$ cat src/design/assert_macros.svh
`ifndef ASSERT_MACROS_SVH
`define ASSERT_MACROS_SVH

// same-cycle implication, sampled on clk, off during reset
`define UFCT_ASSERT_NOW(lbl, ante, cons, msg) \
  lbl: assert property (@(posedge clk) disable iff (!rst_n) (ante) |-> (cons)) \
    else $error(msg);

// next-cycle implication, sampled on clk, off during reset
`define UFCT_ASSERT_NEXT(lbl, ante, cons, msg) \
  lbl: assert property (@(posedge clk) disable iff (!rst_n) (ante) |=> (cons)) \
    else $error(msg);

`endif

$ cat src/design/ufct_pkg.sv
package ufct_pkg;

  localparam int MAX_NODES = 1024;
  localparam int ADDR_W    = $clog2(MAX_NODES);
  localparam int CNT_W     = $clog2(MAX_NODES + 1);
  localparam int NODE_W    = 16;
  localparam int WIDE_W    = NODE_W + 1;
  localparam int SIZE_W    = 11;
  localparam int CFG_CNT_W = 11;
  localparam int KIND_W    = 2;
  localparam int DATA_W    = 32;
  localparam int PADDR_W   = 3;

  localparam logic [KIND_W-1:0] KIND_FIND   = 2'd0;
  localparam logic [KIND_W-1:0] KIND_UNION  = 2'd1;
  localparam logic [KIND_W-1:0] KIND_REINIT = 2'd2;

  localparam logic REG_NODE_BASE  = 1'b0;
  localparam logic REG_NODE_COUNT = 1'b1;

  localparam logic [NODE_W-1:0]    RST_BASE  = 16'd1;
  localparam logic [CFG_CNT_W-1:0] RST_COUNT = 11'd1024;

  localparam logic [SIZE_W-1:0] SIZE_MAX = '1;

  typedef struct packed {
    logic              ok;
    logic [ADDR_W-1:0] off;
  } range_res_t;

  function automatic logic [NODE_W-1:0] eff_base(input logic [NODE_W-1:0] base);
    return (base == '0) ? NODE_W'(1) : base;
  endfunction

  function automatic logic [CNT_W-1:0] eff_count(input logic [NODE_W-1:0] base,
                                                 input logic [CFG_CNT_W-1:0] cnt);
    logic [WIDE_W-1:0] room;
    logic [WIDE_W-1:0] c;
    room = {1'b1, {NODE_W{1'b0}}} - {1'b0, base};
    c    = WIDE_W'(cnt);
    if (c == '0) c = WIDE_W'(1);
    if (c > WIDE_W'(MAX_NODES)) c = WIDE_W'(MAX_NODES);
    if (c > room) c = room;
    return c[CNT_W-1:0];
  endfunction

endpackage

$ cat src/design/ufct_range.sv
module ufct_range (
  input  logic [ufct_pkg::NODE_W-1:0] value,
  input  logic [ufct_pkg::NODE_W-1:0] base,
  input  logic [ufct_pkg::CNT_W-1:0]  cnt,
  output ufct_pkg::range_res_t        res
);

  logic [ufct_pkg::WIDE_W-1:0] diff;

  assign diff    = {1'b0, value} - {1'b0, base};
  assign res.ok  = !diff[ufct_pkg::NODE_W] &&
                   ({1'b0, diff[ufct_pkg::NODE_W-1:0]} < ufct_pkg::WIDE_W'(cnt));
  assign res.off = diff[ufct_pkg::ADDR_W-1:0];

endmodule

$ cat config.mk
export PLATFORM = sky130hd
export DESIGN_NAME = ufct_range
export DESIGN_NICKNAME = d
export VERILOG_FILES = /design/src/design/assert_macros.svh /design/src/design/ufct_pkg.sv /design/src/design/ufct_range.sv
export SDC_FILE = /design/constraint.sdc
export NUM_CORES = 1
export LEC_CHECK = 0
export ABC_AREA = 1
export BUFFER_PORTS_ARGS = -buffer_cell sky130_fd_sc_hd__clkbuf_2
export CORE_UTILIZATION = 52
export DETAILED_ROUTE_END_ITERATION = 10
export GPL_TIMING_DRIVEN = 0
export PLACE_DENSITY_LB_ADDON = 0.2
export SYNTH_ARGS = -nofsm -noshare
export SYNTH_HDL_FRONTEND = slang
export SYNTH_SLANG_ARGS = --single-unit
$ cat constraint.sdc
create_clock -name vclk -period 2.45
set_input_delay 0.245 -clock vclk [all_inputs]
set_output_delay 0.245 -clock vclk [all_outputs]
set_load 0.02 [all_outputs]
# Word-level counts from Yosys, hierarchy flattened
# Cells that the tools add are included.
# totals
reg_bits,0
latchBits,0
ramBits,0
rom_bits,0
output_inout_bits,11
wordCells,4
memories,0
# classes
n_addsub,1
n_mul,0
div_mod_pow,0
order_cmp,1
n_eq_ne,0
n_shift,0
n_mux,0
bitwise_logic,0
reduce_logical,2
# op_table
cell,count
$sub 16x16->17,1
$lt 16x11->1,1
$logic_and 1x1->1,1
$logic_not 1->1,1

# Depth between registers and ports, before layout
# Gate-level depths: netlist of run 1.
# depth
ltp_word,3
mapped_depth,16
mapped_depth_nobuf,16

# Least setup slack after synthesis of run 1
# Ideal clock, no wire load.
# synth_path
path_type,input -> output
from,input value[0] (netlist bit)
to,output res[10] (netlist bit)
t_arrival_ns,2.535
required_time_ns,2.205
path_slack_ns,-0.330
stages,14
path_buffers,0
cell_sequence,inv_1 > ha_1 > fa_1 > inv_1 > nand4_1 > nand2_2 > xor2_1 > ha_1 > inv_1 > o31a_1 > o21ai_0 > nand4_1 > nand3_1 > nor2_1
# synth_rtl
item,line_no,text
from (decl),ufct_range.sv:2,"input logic [ufct_pkg::NODE_W-1:0] value,"
to (decl),ufct_range.sv:5,output ufct_pkg::range_res_t res

==> results of run 1 <==
[placed cells by master, fill, tap and decap left out, types with 2 or more instances in the layout]
master                     count
sky130_fd_sc_hd__ha_4         12
sky130_fd_sc_hd__nand4_1       5
sky130_fd_sc_hd__clkbuf_2     51
sky130_fd_sc_hd__ha_1         13
sky130_fd_sc_hd__nand2_4       3
sky130_fd_sc_hd__a21oi_2       4
sky130_fd_sc_hd__inv_4         2
sky130_fd_sc_hd__inv_1        63
sky130_fd_sc_hd__nor2_4        2
sky130_fd_sc_hd__buf_4         8
sky130_fd_sc_hd__buf_8         2
sky130_fd_sc_hd__a31oi_4       2
sky130_fd_sc_hd__xor2_2        2
sky130_fd_sc_hd__nand3_2       3
sky130_fd_sc_hd__xnor2_2       2
sky130_fd_sc_hd__xor2_4        3
sky130_fd_sc_hd__a21oi_1       9
sky130_fd_sc_hd__inv_2        10
sky130_fd_sc_hd__nand3_1       7
sky130_fd_sc_hd__nor2_1        5
sky130_fd_sc_hd__nor2_2        2
sky130_fd_sc_hd__nand2_1      62
sky130_fd_sc_hd__nand2_2      14
[power groups by stage]
| stage | Clock [mW] | Sequential (mW) | Combinational, mW |
|---|---|---|---|
| global route | 0 | 0 | 0.739 |
| global placement | 0 | 0 | 0.519 |
| CTS | 0 | 0 | 0.555 |
| finish | 0 | 0 | 0.678 |
| floorplan | 0 | 0 | 0.402 |
| detailed placement | 0 | 0 | 0.537 |
[worst max-delay path by stage]
stage / depth (start not counted) / slack [ps] / from / endpoint
4_1_cts: 16 / -210 / value[0] / res[10]
3_3_place_gp: 16 / -260 / value[0] / res[10]
6_report: 15 / -230 / value[1] / res[10]
3_5_place_dp: 16 / -320 / value[0] / res[10]
2_1_floorplan: 14 / 4 / base[8] / res[10]
5_1_grt: 15 / -400 / value[1] / res[10]
[layout make-up]
class | count | share of cell area, %
multi-input cells | 165 | 67.6
repair buffers | 62 | 17.1
well taps | 28 | 1.68
inverters | 75 | 13.7
[routing by layer]
metal / GRT usage (%) / vias up / part of all wire, %
met3: 0.580 / 24 / 5.7
met5: 0 / - / 0
met1: 29.0 / 811 / 38
met4: 1.32 / 0 / 4.0
met2: 48.3 / 94 / 52
li1: - / 851 / -
[logic make-up (layout without fill, tap and decap cells)]
logic type / after synthesis / count (layout) / synth area share [%]
simple gates: 109 / 109 / 38.2
fa+ha+maj: 27 / 27 / 25.9
buf+inv: 75 / 137 / 21.2
xor+xnor: 9 / 9 / 5.92
compound gates: 20 / 20 / 8.73
[worst max-delay path, cell delays in order]
cell	delay, ps
sky130_fd_sc_hd__clkbuf_2	130
sky130_fd_sc_hd__inv_1	70
sky130_fd_sc_hd__fa_2	400
sky130_fd_sc_hd__inv_2	60
sky130_fd_sc_hd__nand4_1	100
sky130_fd_sc_hd__nand2_2	170
sky130_fd_sc_hd__xor2_4	110
sky130_fd_sc_hd__ha_4	280
sky130_fd_sc_hd__inv_2	30
sky130_fd_sc_hd__o31a_1	310
sky130_fd_sc_hd__o21ai_1	110
sky130_fd_sc_hd__nand4_1	120
sky130_fd_sc_hd__nand3_2	120
sky130_fd_sc_hd__nor2_4	40
sky130_fd_sc_hd__buf_8	130
[metrics by stage]
| stage | hold slack (ps) | util (%) | instance area [sq um] |
|---|---|---|---|
| after global placement | 878 | 78.6 | 1820 |
| after CTS | 905 | 80.9 | 1880 |
| after detailed placement | 885 | 78.6 | 1820 |
| final | 855 | 90.2 | 2090 |
| after global routing | 863 | 90.2 | 2090 |
| after floorplan | 695 | - | 1520 |
[timing repair]
item / in CTS / in global routing
gates resized for setup: 10 / 37
hold buffers: 0 / 0
setup buffers: 2 / 6
endpoints found under the setup margin: 1 / 1
gates cloned: 0 / 0
pin swaps: 10 / 22
==> results.py, run 1 <==
metrics = {
    "floorplanning": {
        "design.core.area_sq_mm": 0.00232,
        "placement_rows": 17,
        "floorplan.io_pins": 54,
        "initial_util_pct": 57.5,
        "die_x_extent_um": 52.6,
        "die_area_sq_mm": 0.00277,
        "die_h_um": 52.6,
    },
    "yosys": {
        "synth.largest_area_cell": "sky130_fd_sc_hd__ha_1",
        "synthesis.yosys.warnings": 0,
        "synthesis.area_per_instance_sq_um": 5.55,
        "netlist.area_leader.share_pct": 24.4,
        "netlist_top_cells_area": "sky130_fd_sc_hd__ha_1 (24%), sky130_fd_sc_hd__inv_1 (20%), sky130_fd_sc_hd__nand2_1 (19%)",
        "synth_top_cells_by_count": "sky130_fd_sc_hd__inv_1 (71), sky130_fd_sc_hd__nand2_1 (69), sky130_fd_sc_hd__ha_1 (26)",
        "netlist_instances": 240,
        "yosysSeqAreaShare_pct": 0,
        "synth.net_count": 310,
        "yosys.cell_count.top_type": "sky130_fd_sc_hd__inv_1",
        "yosys.cell_types.count": 28,
        "synth.cell_area_sq_mm": 0.00133,
    },
    "worst_setup_path": {
        "timing.critical_path.arrival_ps": 2440,
        "critical_path_class": "in -> out",
        "worstSetupStartpointType": "input port",
        "cp_max_fo": 3,
        "worstPathRequired_ps": 2200,
        "critPathCaptureType": "primary output",
    },
    "final_layout": {
        "layout.filler_cells": 111,
        "synthToLayoutAreaGrowth_pct": 56.9,
        "antenna_diodes": 0,
        "clkbuf_count": 0,
        "finish.net_count": 374,
        "multi_input_comb_area_sq_mm": 0.00141,
        "sequential_cell_total": 0,
        "proportion_of_layout_cells_with_a_drive_suffix_above_1_pct": 43.0,
        "layout.area.seq_sq_um": 0,
        "layoutNonFillerInstCount": 330,
    },
    "power_and_ir_drop": {
        "power_frac_seq_pct": 0,
        "power.ir.vdd_worst_mv": 0.254,
        "totalPowerFinal_mw": 0.678,
        "power_frac_clock_pct": 0,
        "power.combinational.fraction_pct": 100.0,
        "power.share.switching_pct": 57.4,
        "power_density_mw_per_mm2": 324,
        "total_switching_power_mw": 0.389,
        "p_int_mw": 0.289,
        "power.leakage_nw": 1.23,
    },
    "routing": {
        "detailedRoute.firstIterationViolations": 58,
        "vias_per_cell": 5.39,
        "drt-pass1-iter-count": 4,
        "route.vias.total": 1780,
        "remaining_drc_errors": 0,
        "drt-wirelength-per-cell_um": 13.8,
        "antenna_violating_nets_post_route": 0,
        "wl_mm": 4.56,
    },
    "sta": {
        "setup_repair_after_global_routing_missed_its_margin": "yes",
        "final_setup_fails": 1,
        "worst-slew-pin-transition_ps": 251,
        "final.min_clock_period_ps": 2680,
        "max-slew-margin-rel_pct": 83.1,
        "fmax_mhz": 373,
        "setup_tns_ps": -232,
        "final.setup.worst_slack_ps": -232,
        "min_period_over_period_pct": 109,
        "report.final.slew_viol_count": 0,
        "hold_violations": 0,
    },
    "placed_design": {
        "dp_slack_ps": -324,
        "place_congestion": 0.873,
        "post-place-cells": 322,
        "place.port_buffers": 54,
        "detailed_place_hpwl_mm": 2.80,
    },
    "global_route": {
        "global_route.usage.total_pct": 24.1,
        "global_route.overflow_total": 0,
        "grt_start_max_net_pins": 7,
        "antenna_found_initial": 0,
        "number_of_global_route_vias_before_repair": 1344,
        "grt_pass1_wl_mm": 5.18,
    },
    "outcome": {
        "failed_checks": "setup timing",
        "run_status": "finished, violations left",
    },
    "min_path": {
        "hold_end": "res[0]",
        "min-delay-path-class": "in -> out",
        "min-delay-start": "base[0]",
        "min_path_cells": 4,
    },
    "run": {
        "drv_cap": 0,
    },
}
Power figures use the tool's default switching activity.
==> inputs of run 2 (changes only) <==
--- a/config.mk
+++ b/config.mk
@@ -7,6 +7,7 @@
 export LEC_CHECK = 0
 export ABC_AREA = 1
 export BUFFER_PORTS_ARGS = -buffer_cell sky130_fd_sc_hd__clkbuf_2
+export CORE_MARGIN = 2
 export CORE_UTILIZATION = 52
 export DETAILED_ROUTE_END_ITERATION = 10
 export GPL_TIMING_DRIVEN = 0
==> run 2 against run 1 <==
  * The flow still finishes with violations (setup timing)
  * Die area is 7.7% higher
  * Non-clock buffer count is 7 lower
  * Global-route usage is 1.1 points lower
  * Core utilization is 11 points lower
  * First-iteration DRC count is 50% lower
  * Critical path depth is 1 higher
  * Maximum frequency is 2.8% higher
  * Sequential share of layout area stayed put
  * Clock-buffer cell count stayed put
  * Wire length is 31% lower
==> results.py, run 2 (synthesized netlist as in run 1, its figures left out) <==
metrics = {
    "worst_setup_path": {
        "timing.critical_path.arrival_ps": 2360,
        "critical_path_class": "in -> out",
        "worstSetupStartpointType": "input port",
        "critPathSlowestCell": "sky130_fd_sc_hd__fa_2",
        "cp_max_fo": 3,
        "worstPathCellList": "buf_6, inv_4, ha_4, fa_2, inv_2, nand4_1, nand2_2, xor2_4, ha_4, inv_2, o31a_1, o21ai_1, nand4_1, nand3_2, nor2_4, buf_8",
        "maximum_single_stage_delay_on_the_critical_path_ps": 340,
        "critPathCaptureType": "primary output",
        "worstPathRequired_ps": 2200,
    },
    "floorplanning": {
        "design.core.area_sq_mm": 0.00245,
        "die_h_um": 54.6,
        "initial_util_pct": 54.3,
        "floorplan.io_pins": 54,
        "placement_rows": 18,
        "die_area_sq_mm": 0.00298,
        "die_x_extent_um": 54.6,
    },
    "global_route": {
        "number_of_global_route_vias_before_repair": 1361,
        "grt_pass1_wl_mm": 5.23,
        "antenna_found_initial": 0,
        "grt_start_max_net_pins": 7,
        "global_route.overflow_total": 0,
        "global_route.usage.total_pct": 23.0,
    },
    "outcome": {
        "failed_checks": "setup timing",
        "run_status": "finished, violations left",
    },
    "placed_design": {
        "detailed_place_hpwl_mm": 2.73,
        "placed_area_sq_mm": 0.00182,
        "place_congestion": 0.877,
        "place.port_buffers": 54,
    },
    "routing": {
        "vias_per_cell": 4.75,
        "drt-wirelength-per-cell_um": 9.74,
        "drt-pass1-iter-count": 4,
        "detailedRoute.firstIterationViolations": 29,
        "remaining_drc_errors": 0,
        "antenna_violating_nets_post_route": 0,
        "wl_mm": 3.17,
        "route.vias.total": 1544,
    },
    "final_layout": {
        "clkbuf_count": 0,
        "final_util_pct": 78.8,
        "finish.net_count": 367,
        "proportion_of_layout_cells_with_a_drive_suffix_above_1_pct": 35.3,
        "antenna_diodes": 0,
        "multi_input_comb_area_sq_mm": 0.00131,
        "layout.filler_cells": 200,
        "synthToLayoutAreaGrowth_pct": 45.3,
        "mostFrequentLayoutCell": "sky130_fd_sc_hd__inv_1",
        "sequential_cell_total": 0,
        "layout.area.seq_sq_um": 0,
        "final_cell_area_sq_mm": 0.00194,
        "most-common-layout-cells": "sky130_fd_sc_hd__inv_1 (68), sky130_fd_sc_hd__nand2_1 (67), sky130_fd_sc_hd__clkbuf_2 (51)",
    },
    "sta": {
        "final.setup.worst_slack_ps": -159,
        "fmax_mhz": 383,
        "report.final.slew_viol_count": 0,
        "final_setup_fails": 1,
        "min_period_over_period_pct": 106,
        "worst-slew-pin-transition_ps": 235,
        "max-slew-margin-rel_pct": 84.3,
        "setup_repair_after_global_routing_missed_its_margin": "yes",
        "hold_violations": 0,
        "final.min_clock_period_ps": 2610,
    },
    "min_path": {
        "min-delay-path-class": "in -> out",
    },
    "run": {
        "drv_cap": 0,
    },
    "power_and_ir_drop": {
        "power.leakage_nw": 1.18,
        "power_density_mw_per_mm2": 298,
        "power.ir.vdd_worst_mv": 0.223,
    },
}
==> run 2: changes by cell type in the layout (fill, tap and decap cells not counted), moves of 2 or more <==
cell                      before  now
sky130_fd_sc_hd__nand2_2      14   10
sky130_fd_sc_hd__nand2_1      62   67
sky130_fd_sc_hd__a21oi_1       9   11
sky130_fd_sc_hd__ha_4         12   10
sky130_fd_sc_hd__a21oi_2       4    2
sky130_fd_sc_hd__ha_1         13   16
sky130_fd_sc_hd__inv_2        10    5
sky130_fd_sc_hd__inv_1        63   68
sky130_fd_sc_hd__buf_4         8    1
==> run 2: layout make-up <==
type,instances,area share [%]
well taps,30,1.94
repair buffers,55,15.5
inverters,75,14.8
multi-input cells,165,67.7
==> run 2: power by group <==
group          leakage (nW)  total [mW]  internal (mW)  switching (mW)
logic                  1.18       0.577          0.247           0.329
registers                 0           0              0               0
clock network             0           0              0               0
total                  1.18       0.577          0.247           0.329
==> run 2: metrics by stage <==
stage / instances / hold WS, ps / power, mW / setup TNS, ps / worst slack [ps]
2_1_floorplan: 240 / 695 / 0.402 / 0 / 3.70
3_3_place_gp: 324 / 876 / 0.519 / -258 / -258
3_5_place_dp: 324 / 875 / 0.535 / -278 / -278
4_1_cts: 325 / 896 / 0.555 / -166 / -166
5_1_grt: 325 / 879 / 0.647 / -254 / -254
6_report: 325 / 865 / 0.577 / -159 / -159
==> run 2: repair_timing <==
| action | CTS | global route |
|---|---|---|
| setup buffers | 1 | 0 |
| cloned | 0 | 0 |
| endpoints found under the hold margin | 0 | 0 |
| endpoints found under the setup margin | 1 | 1 |
| pin swaps | 10 | 10 |
| gates resized for setup | 13 | 12 |
| hold buffers | 0 | 0 |
==> run 2: layer usage <==
| layer | GRT usage (%) | vias up | part of all wire [%] |
|---|---|---|---|
| met4 | 1.25 | 0 | 0 |
| li1 | - | 833 | - |
| met5 | 0 | - | 0 |
| met1 | 29.8 | 673 | 44 |
| met3 | 0.546 | 0 | 4.3 |
| met2 | 43.7 | 38 | 52 |
==> run 2: critical path: cells and delay by family <==
kind	cells	cell delay [ps]
AOI/OAI and AO/OA	2	370
xor gates and xnor gates	1	110
adders and majority gates	3	770
buffers and inverters	5	330
and+or+nand+nor	5	540
==> run 2: worst paths after layout <==
path | to | startpoint | slack, ps | cells past startpoint
hold / removal | res[0] | base[0] | 870 | 4
setup / recovery | res[10] | value[0] | -160 | 16
